[src/rtl/blocking_standard_error_unit_assert.svh]
// assertion macros shared by the blocking standard error unit
// depends on nothing; included by the files that carry assertions
`ifndef BLOCKING_STANDARD_ERROR_UNIT_ASSERT_SVH
`define BLOCKING_STANDARD_ERROR_UNIT_ASSERT_SVH

// same-cycle implication
`define BSEU_ASSERT_IMP(label, clk, rst, ante, cons) \
   label: assert property (@(posedge clk) disable iff (rst) (ante) |-> (cons)) \
      else $error("bseu assertion failed");

// next-cycle implication
`define BSEU_ASSERT_NXT(label, clk, rst, ante, cons) \
   label: assert property (@(posedge clk) disable iff (rst) (ante) |=> (cons)) \
      else $error("bseu assertion failed");

`endif

[src/rtl/bseu_pkg.sv]
// shared types for the blocking standard error unit
// beat structs, datapath opcodes and status; no dependencies
package bseu_pkg;

   localparam int SAMPLE_FIELD_W = 32;
   localparam int STD_W          = 32;
   localparam int LEVEL_W        = 4;

   typedef struct packed {
      logic signed [SAMPLE_FIELD_W-1:0] sample;
      logic                             last;
   } req_beat_type;

   typedef struct packed {
      logic [LEVEL_W-1:0] level;
      logic [STD_W-1:0]   std_error;
      logic               defined;
      logic               overflowed;
      logic               final_res;
   } rsp_beat_type;

   typedef enum logic [3:0] {
      OP_NONE,
      OP_STORE,
      OP_SETUP,
      OP_LVL_INIT,
      OP_READ,
      OP_ACC,
      OP_SQ_STEP,
      OP_BLK_ADD,
      OP_NUM,
      OP_DIV_INIT,
      OP_DIV_STEP,
      OP_SQRT_INIT,
      OP_SQRT_STEP,
      OP_OUT_DEF,
      OP_OUT_UNDEF,
      OP_NEXT
   } dp_op_type;

   typedef struct packed {
      logic lvl_top;
      logic blk_end;
      logic sweep_end;
      logic sq_done;
      logic div_done;
      logic root_done;
   } dp_status_type;

endpackage

[src/rtl/bseu_ctrl.sv]
// controller: sequences loading, per-level sweep and arithmetic units
// depends on bseu_pkg and blocking_standard_error_unit_assert.svh
`include "blocking_standard_error_unit_assert.svh"
module bseu_ctrl (
   input  logic                    clock,
   input  logic                    reset,
   input  logic                    req_valid,
   input  logic                    req_last,
   output logic                    req_ready,
   output logic                    rsp_valid,
   input  logic                    rsp_ready,
   input  bseu_pkg::dp_status_type sts,
   output bseu_pkg::dp_op_type     op,
   output logic                    finish
);
   import bseu_pkg::*;

   typedef enum logic [3:0] {
      ST_IDLE, ST_SETUP, ST_LEVEL, ST_READ, ST_ACC, ST_SQ_BLK, ST_SQ_TOT,
      ST_DIV_INIT, ST_DIV, ST_SQRT, ST_OUT
   } state_type;

   state_type state_ff, state_in;
   logic      req_ready_ff, rsp_valid_ff;

   assign req_ready = req_ready_ff;
   assign rsp_valid = rsp_valid_ff;

   always_comb begin
      state_in = state_ff;
      op       = OP_NONE;
      finish   = 1'b0;
      unique case (state_ff)
         ST_IDLE: begin
            if (req_valid && req_ready_ff) begin
               op = OP_STORE;
               if (req_last) state_in = ST_SETUP;
            end
         end
         ST_SETUP: begin
            op       = OP_SETUP;
            state_in = ST_LEVEL;
         end
         ST_LEVEL: begin
            if (sts.lvl_top) begin
               op       = OP_OUT_UNDEF;
               state_in = ST_OUT;
            end else begin
               op       = OP_LVL_INIT;
               state_in = ST_READ;
            end
         end
         ST_READ: begin
            op       = OP_READ;
            state_in = ST_ACC;
         end
         ST_ACC: begin
            op       = OP_ACC;
            state_in = sts.blk_end ? ST_SQ_BLK : ST_READ;
         end
         ST_SQ_BLK: begin
            if (sts.sq_done) begin
               op       = OP_BLK_ADD;
               state_in = sts.sweep_end ? ST_SQ_TOT : ST_READ;
            end else begin
               op = OP_SQ_STEP;
            end
         end
         ST_SQ_TOT: begin
            if (sts.sq_done) begin
               op       = OP_NUM;
               state_in = ST_DIV_INIT;
            end else begin
               op = OP_SQ_STEP;
            end
         end
         ST_DIV_INIT: begin
            op       = OP_DIV_INIT;
            state_in = ST_DIV;
         end
         ST_DIV: begin
            if (sts.div_done) begin
               op       = OP_SQRT_INIT;
               state_in = ST_SQRT;
            end else begin
               op = OP_DIV_STEP;
            end
         end
         ST_SQRT: begin
            if (sts.root_done) begin
               op       = OP_OUT_DEF;
               state_in = ST_OUT;
            end else begin
               op = OP_SQRT_STEP;
            end
         end
         ST_OUT: begin
            if (rsp_valid_ff && rsp_ready) begin
               if (sts.lvl_top) begin
                  finish   = 1'b1;
                  state_in = ST_IDLE;
               end else begin
                  op       = OP_NEXT;
                  state_in = ST_LEVEL;
               end
            end
         end
         default: begin
            state_in = ST_IDLE;
         end
      endcase
   end

   always_ff @(posedge clock) begin
      if (reset) begin
         state_ff     <= ST_IDLE;
         req_ready_ff <= 1'b1;
         rsp_valid_ff <= 1'b0;
      end else begin
         state_ff     <= state_in;
         req_ready_ff <= (state_in == ST_IDLE);
         rsp_valid_ff <= (state_in == ST_OUT);
      end
   end

   `BSEU_ASSERT_IMP(a_no_overlap, clock, reset, rsp_valid_ff, !req_ready_ff)
   `BSEU_ASSERT_NXT(a_last_blocks, clock, reset, req_valid && req_ready_ff && req_last, !req_ready_ff)
   `BSEU_ASSERT_NXT(a_final_frees, clock, reset, state_ff == ST_OUT && rsp_ready && sts.lvl_top, req_ready_ff)

endmodule

[config.mk]
export PLATFORM = sky130hd
export DESIGN_NAME = bseu_ctrl
export DESIGN_NICKNAME = d
export VERILOG_FILES = /design/src/rtl/bseu_pkg.sv /design/src/rtl/bseu_ctrl.sv
export VERILOG_INCLUDE_DIRS = /design/src /design/src/rtl
export SDC_FILE = /design/constraint.sdc
export NUM_CORES = 1
export LEC_CHECK = 0
export BUFFER_PORTS_ARGS = -buffer_cell sky130_fd_sc_hd__buf_2
export CELL_PAD_IN_SITES_DETAIL_PLACEMENT = 1
export CELL_PAD_IN_SITES_GLOBAL_PLACEMENT = 1
export CORE_MARGIN = 2
export CORE_UTILIZATION = 32
export CTS_CLUSTER_SIZE = 40
export DETAILED_ROUTE_END_ITERATION = 10
export PLACE_DENSITY_LB_ADDON = 0.3
export SYNTH_ARGS = -nofsm -noshare
export SYNTH_HDL_FRONTEND = slang
export SYNTH_SLANG_ARGS = --single-unit
[constraint.sdc]
create_clock -name clock -period 1.2 [get_ports clock]
set_input_delay 0.06 -clock clock [delete_from_list [all_inputs] [get_ports clock]]
set_output_delay 0.06 -clock clock [all_outputs]
set_load 0.1 [all_outputs]
==> summary.md, run 1 <==
| Metric | Value |
|---|---|
| Status | `finished, violations left` |
| Failing checks | `setup timing` |
| Max Cap Viol | `0` |
| Area Growth Syn to Fin | `87.8%` |
| Core ar. | `just under 0.002 mm2` |
| Nets | `140` |
| Htree depth | `1` |
| Lkg Pwr | `roughly 0.51 nW` |
| Cell count after synthesis | `85` |
| Utilization after layout | `approximately 63%` |
| Worst-margin pin slew | `484 ps` |
| Pwr dens | `1310 mW/mm2` |
| Initial antenna violation count | `0` |
| Worst skew pair latency | `approximately 250 ps` |
| Max Buffers Root-to-Sink | `2` |
| Number of setup violations in the final report | `11` |
| Detailed placement HPWL | `around 1.8 mm` |
| Hold Path Class | `input port to flip-flop` |
| Slew Limit Fails | `0` |
| Hold Fails Final Rpt | `0` |
| GPL Wtd Cong | `0.841` |
| Non-Filler Instances | `roughly 150` |
| Yosys reg bits | `6` |
| Starting density of the core | `approximately 33%` |
| Clock-pin slew on the worst setup and hold paths | `40 ps` |
| Largest net degree at the start of global routing | `13` |
| Critical Path Fanout Max | `12` |
| Worst Setup SP | `state_ff[3]$_SDFF_PP0_` |
| First-pass GRT wire length | `between 4 and 5 mm` |
| Final worst slack | `-420 ps` |
| Die ar. | `about 0.0024 mm2` |
| Inst Count DP | `142` |
| Root buf cell | `clkbuf_4` |
| FMAX | `slightly above 600 MHz` |
| Mapped Nets | `96` |
| Reg-to-Reg End | `req_ready$_SDFF_PP1_` |
| RR Startpoint | `state_ff[1]$_SDFF_PP0_` |
| Worst Clk Skew | `around 3.9 ps` |
| Worst Hold Slack | `roughly 210 ps` |
| EDFF count, synth | `0` |
| Reg-to-reg setup timing slack | `-320 ps` |
| Initial detailed-routing violation count | `7` |
| Filler Cells Inserted | `between 200 and 250` |
| Period utilization | `135%` |
| Crit start category | `flip-flop` |
| Critical Path Sink | `op[2]` |
| Post-Place Cell Area | `approximately 0.0010 mm2` |
| Syn Area/Cell | `7.61 um2` |
| I/O Pins | `18` |
| TritonRoute pass-1 iters | `4` |
| Die Wd | `49.0 um` |
| Ys async rst share | `0%` |
| PortBufs | `17` |
| CTS sink count | `6` |
| Synth unique cells | `41` |
| Final instance area | `roughly 0.0012 mm2` |
| Crit path DAT | `approximately 1600 ps` |
| Antenna cell count | `0` |
| DR WL/cell | `roughly 20 um` |
| Slew margin rel. | `67.9%` |
| RSZ-0062 raised after global routing | `true` |
| Final total power | `1.60 mW` |
| Vias in the first global route | `a little under 1,000` |
| Rows | `16` |
| Post-synth top flop | `dfxtp_1` |
| WP data required | `1140 ps` |
| CTS tree | `done` |
| Post-synthesis sequential area ratio | `between 10% and 20%` |
| Worst r2r path cells | `6` |
| CTS buffer count | `3` |
| DR vias | `844` |
| Vias per cell | `between 5 and 6` |
| Post-synthesis cell area | `647 um2` |
| Total wire length | `3.02 mm` |
| Minimum clock period | `between 1500 and 2000 ps` |
| Total global routing overflow | `0` |
| Ys Warns | `0` |
| Gr usage total | `about a quarter` |
| Share of cells above drive strength 1 | `a little under two thirds` |
| Nature of the critical path endpoint | `output port` |
| Peak supply drop | `about 0.84 mV` |
| Die span in y | `slightly below 50 um` |
| Routed Antenna Nets | `0` |
| Critical path class | `flip-flop to output port` |
| DRC viols | `0` |
registers in the layout, summed over array words and instances (netlist names):
name       count
state_ff       4
req_ready      1
rsp_valid      1
metal layers:
layer | vias up | global-route usage, % | share of wire, %
met2 | 37 | 47.3 | 53
met5 | - | 0 | 0
li1 | 394 | - | -
met4 | 0 | 12.9 | 4.1
met1 | 402 | 28.4 | 38
met3 | 11 | 2.45 | 4.7
placed cells by master (no fill, tap or decap), types with 2 or more instances in the layout:
cell,instances
nand3_1,3
a21oi_2,4
nand2b_1,4
nor2_2,3
inv_1,3
nor3_4,2
buf_12,6
clkbuf_4,3
buf_2,11
a21oi_1,5
buf_6,5
nand3b_1,4
buf_4,22
nor2_1,9
or3b_4,2
dfxtp_4,6
Yosys cell counts (2+ instances only):
| cell | instances | area, um2 |
|---|---|---|
| a21oi_1 | 8 | 40.0 |
| a21oi_2 | 2 | 17.5 |
| buf_2 | 2 | 10.0 |
| buf_4 | 2 | 15.0 |
| dfxtp_1 | 6 | 120 |
| inv_1 | 4 | 15.0 |
| nand2b_1 | 5 | 31.3 |
| nand3_1 | 4 | 20.0 |
| nand3b_1 | 4 | 30.0 |
| nor2_1 | 13 | 48.8 |
| nor3_1 | 2 | 10.0 |
| o21ai_0 | 2 | 10.0 |
| o22ai_1 | 2 | 12.5 |
| or3b_1 | 2 | 17.5 |
repair_timing:
action	CTS	global route
resized for setup	19	16
hold buffers	0	0
pin swaps	7	8
gates cloned	0	0
setup buffers	9	0
setup endpoints to repair	11	11
layout make-up:
type | count | area [um2] | area share, %
clock buffers | 3 | 22.5 | 1.85
multi-input cells | 70 | 604 | 49.7
well taps | 27 | 33.8 | 2.78
repair buffers | 44 | 397 | 32.6
flip-flops and latches | 6 | 143 | 11.7
inverters | 4 | 15.0 | 1.24
per-stage QoR:
step | TNS [ps] | setup slack [ps]
after CTS | -2570 | -384
after floorplan | -3080 | -655
final | -2760 | -420
after global placement | -2250 | -325
after global routing | -3380 | -495
after detailed placement | -3230 | -424
report_power, final:
| group | total, mW | internal [mW] | switching (mW) |
|---|---|---|---|
| registers | 0.275 | 0.232 | 0.0429 |
| clock network | 0.184 | 0.113 | 0.0712 |
| logic | 1.14 | 0.457 | 0.681 |
worst max-delay path, stage by stage (launching register included):
cell and delay, ps:
dfxtp_4 420, nand3_2 150, o31ai_4 280, a22oi_2 110, o21ai_4 170, buf_12 190
how the worst min path moves through the flow:
stage | start | endpoint | slack (ps) | cells after the start
after floorplan | reset | state_ff[3]$_SDFF_PP0_ | 340 | 2
after global placement | reset | state_ff[0]$_SDFF_PP0_ | 450 | 4
after detailed placement | reset | rsp_valid$_SDFF_PP0_ | 460 | 4
after CTS | reset | state_ff[2]$_SDFF_PP0_ | 210 | 4
after global routing | reset | state_ff[2]$_SDFF_PP0_ | 220 | 4
final | reset | state_ff[2]$_SDFF_PP0_ | 210 | 4
cells by family after synthesis:
family,share of synthesized area (%)
xor+xnor,2.71
buf+inv,7.93
compound gates,31.5
flops,18.6
simple gates,39.3
(Power assumes the default switching activity.)
==> run 2, diff against run 1 <==
--- a/config.mk
+++ b/config.mk
@@ -13,3 +13,2 @@
 export CORE_UTILIZATION = 32
-export CTS_CLUSTER_SIZE = 40
 export DETAILED_ROUTE_END_ITERATION = 10
--- a/constraint.sdc
+++ b/constraint.sdc
@@ -3,2 +3,2 @@
 set_output_delay 0.06 -clock clock [all_outputs]
-set_load 0.1 [all_outputs]
+set_load 0.01 [all_outputs]
==> run 2 against run 1 <==
The flow still finishes with violations (setup timing). Combinational power is 40% lower. Via count fell by 0.83%. Clock skew is 2.3 ps lower. Global-route usage decreased by 0.89 points. Maximum frequency is 0.93% lower. Routed wire length fell by 6.7%. Final cell count increased by 4.5%. Sequential share of layout area fell by 0.66 points. Largest cell class unchanged. Highest routed layer unchanged. First-iteration DRC count shrank 29%.
==> summary.md, run 2 (synthesis results as in run 1) <==
| Metric | Value |
|---|---|
| Status | `finished, violations left` |
| Failing checks | `setup timing` |
| Hold Path Class | `input port to flip-flop` |
| Worst Clk Skew | `approximately 1.6 ps` |
| Critical Path Fanout Max | `5` |
| Die ar. | `0.00240 mm2` |
| Worst-margin pin slew | `356 ps` |
| Buf/Inv on CP | `4` |
| Worst skew pair latency | `~250 ps` |
| DR vias | `around 840` |
| Crit path DAT | `between 1500 and 2000 ps` |
| Stages on worst setup path | `6` |
| Inst Count DP | `around 150` |
| CTS buffer count | `3` |
| Starting density of the core | `33.3%` |
| FMAX | `approximately 600 MHz` |
| Grt met1 use | `28.8%` |
| Total wire length | `2.81 mm` |
| Routed Antenna Nets | `0` |
| WP data required | `~1100 ps` |
| Largest net degree at the start of global routing | `9` |
| Filler Cells Inserted | `between 200 and 250` |
| TritonRoute pass-1 iters | `4` |
| Initial antenna violation count | `0` |
| Internal | `between 0.6 and 0.7 mW` |
| Slowest-stage cell, CP | `dfxtp_2` |
| GPL Wtd Cong | `0.836` |
| CTS sink count | `6` |
| Root buf cell | `clkbuf_4` |
| Area Growth Syn to Fin | `90.3%` |
| Hold Fails Final Rpt | `0` |
| Clock power frac | `between 10% and 20%` |
| Critical path class | `flip-flop to output port` |
| Lkg Pwr | `roughly 0.51 nW` |
| Vias per cell | `~5.2` |
| Period utilization | `136%` |
| Final total power | `between 1 and 1.5 mW` |
| CTS tree | `done` |
| Biggest register | `state_ff` |
| Nets | `about 150` |
| Sequential share of power | `between 20% and 30%` |
| Area of the multi-input gates | `roughly 650 um2` |
| Commonest non-fill, non-tap cell in the layout | `buf_4` |
| Reg area | `between 100 and 150 um2` |
| Die span in y | `between 40 and 50 um` |
| Number of setup violations in the final report | `11` |
| Net switching power | `between 0.4 and 0.5 mW` |
| I/O Pins | `18` |
| Htree depth | `1` |
| Die Wd | `a little under 50 um` |
| Gr usage total | `24.5%` |
| Peak supply drop | `between 0.8 and 0.9 mV` |
| RSZ-0062 raised after global routing | `true` |
| Worst Hold Depth | `3` |
| Core ar. | `between 0.0015 and 0.002 mm2` |
| Clock-pin slew on the worst setup and hold paths | `40 ps` |
| Pwr dens | `slightly above 900 mW/mm2` |
| Delay of the slowest critical-path stage | `about 370 ps` |
| Worst r2r path cells | `6` |
| M3 GR Usage | `between 2 and 2.5%` |
| Nature of the critical path endpoint | `output port` |
| Logic gate share of total power | `between 60% and 70%` |
| Slew Limit Fails | `0` |
| Initial detailed-routing violation count | `5` |
| Met2 usage | `between 40% and 50%` |
| Total global routing overflow | `0` |
| Sw Ratio | `about two fifths` |
| DRC viols | `0` |
| Critical Path, Cell by Cell | `buf_4, inv_1, buf_4, o211ai_1, o21ai_1, buf_2` |
| Max Cap Viol | `0` |
| Most frequent cells in the layout | `buf_4 (24), buf_2 (17), buf_6 (10)` |
| Non-Filler Instances | `roughly 160` |
| Number of flip-flops in the largest register | `4` |
| Detailed placement HPWL | `1.87 mm` |
| Rows | `16` |
| Crit start category | `flip-flop` |
| Max Buffers Root-to-Sink | `2` |
| Final worst slack | `-435 ps` |
| GR peak layer | `met2` |
| Antenna cell count | `0` |
| Most frequent CP cell | `buf_4` |
| Final instance area | `between 0.001 and 0.0015 mm2` |
| Share of cells above drive strength 1 | `a little over two thirds` |
| Vias in the first global route | `920` |
| CP top delay family | `buffers and inverters` |
| First-pass GRT wire length | `between 4 and 5 mm` |
| PortBufs | `17` |
| Minimum clock period | `around 1600 ps` |
| DR WL/cell | `approximately 17 um` |
| Post-Place Cell Area | `a little over 900 um2` |
| Slew margin rel. | `around three quarters` |
run 2: cell types whose count changed in the layout (fill, tap and decap cells not counted), moves of 3 or more:
| cell | before | now |
|---|---|---|
| buf_12 | 6 | 0 |
| buf_2 | 11 | 17 |
| buf_6 | 5 | 10 |
| a21oi_1 | 5 | 2 |
| nand2b_4 | 0 | 3 |
run 2: worst reg2reg max path, delay by kind of cell, from the launching register on:
family | cells | cell delay [ps]
AOI/OAI and AO/OA | 2 | 490
DFF | 1 | 350
buffers and inverters | 3 | 370
and+or+nand+nor | 1 | 150
run 2: cell type report:
cell class	count	share of cell area (%)
clock buffers	3	1.83
flip-flops and latches	6	11.1
well taps	27	2.74
repair buffers	51	30.7
multi-input cells	70	52.4
inverters	4	1.22
run 2: power by group through the flow:
stage          Sequential (mW)  Combinational [mW]  Clock (mW)
3_5_place_dp             0.260               0.531           0
5_1_grt                  0.269               0.726       0.207
2_1_floorplan            0.255               0.310           0
6_report                 0.265               0.682       0.190
3_3_place_gp             0.257               0.511           0
4_1_cts                  0.257               0.622       0.188
run 2: final timing paths:
kind / start / endpoint / slack (ps)
setup / recovery: state_ff[1]$_SDFF_PP0_ / op[2] / -440
setup reg to reg: state_ff[2]$_SDFF_PP0_ / req_ready$_SDFF_PP1_ / -260
hold reg to reg: state_ff[1]$_SDFF_PP0_ / state_ff[0]$_SDFF_PP0_ / 810
hold / removal: reset / state_ff[3]$_SDFF_PP0_ / 150
run 2: per-stage QoR:
step | setup TNS [ps] | hold slack (ps) | worst slack (ps) | utilization (%)
after floorplan | -156 | 226 | -135 | -
after CTS | -2100 | 214 | -283 | 59.3
after global routing | -3040 | 153 | -436 | 63.4
after global placement | -1320 | 459 | -274 | 47.7
after detailed placement | -1740 | 475 | -294 | 47.7
final | -2480 | 148 | -435 | 63.4
run 2: metal layers:
layer / up-vias / wire length, um
li1: 409 / -
met1: 411 / 1210
met2: 11 / 1510
met3: 6 / 36
met4: 0 / 60
met5: - / 0
run 2: repair_timing:
| item | in CTS | in global routing |
|---|---|---|
| pin swaps | 6 | 8 |
| setup buffers | 10 | 1 |
| hold buffers | 0 | 0 |
| setup endpoints to repair | 11 | 11 |
| gates resized for setup | 34 | 17 |
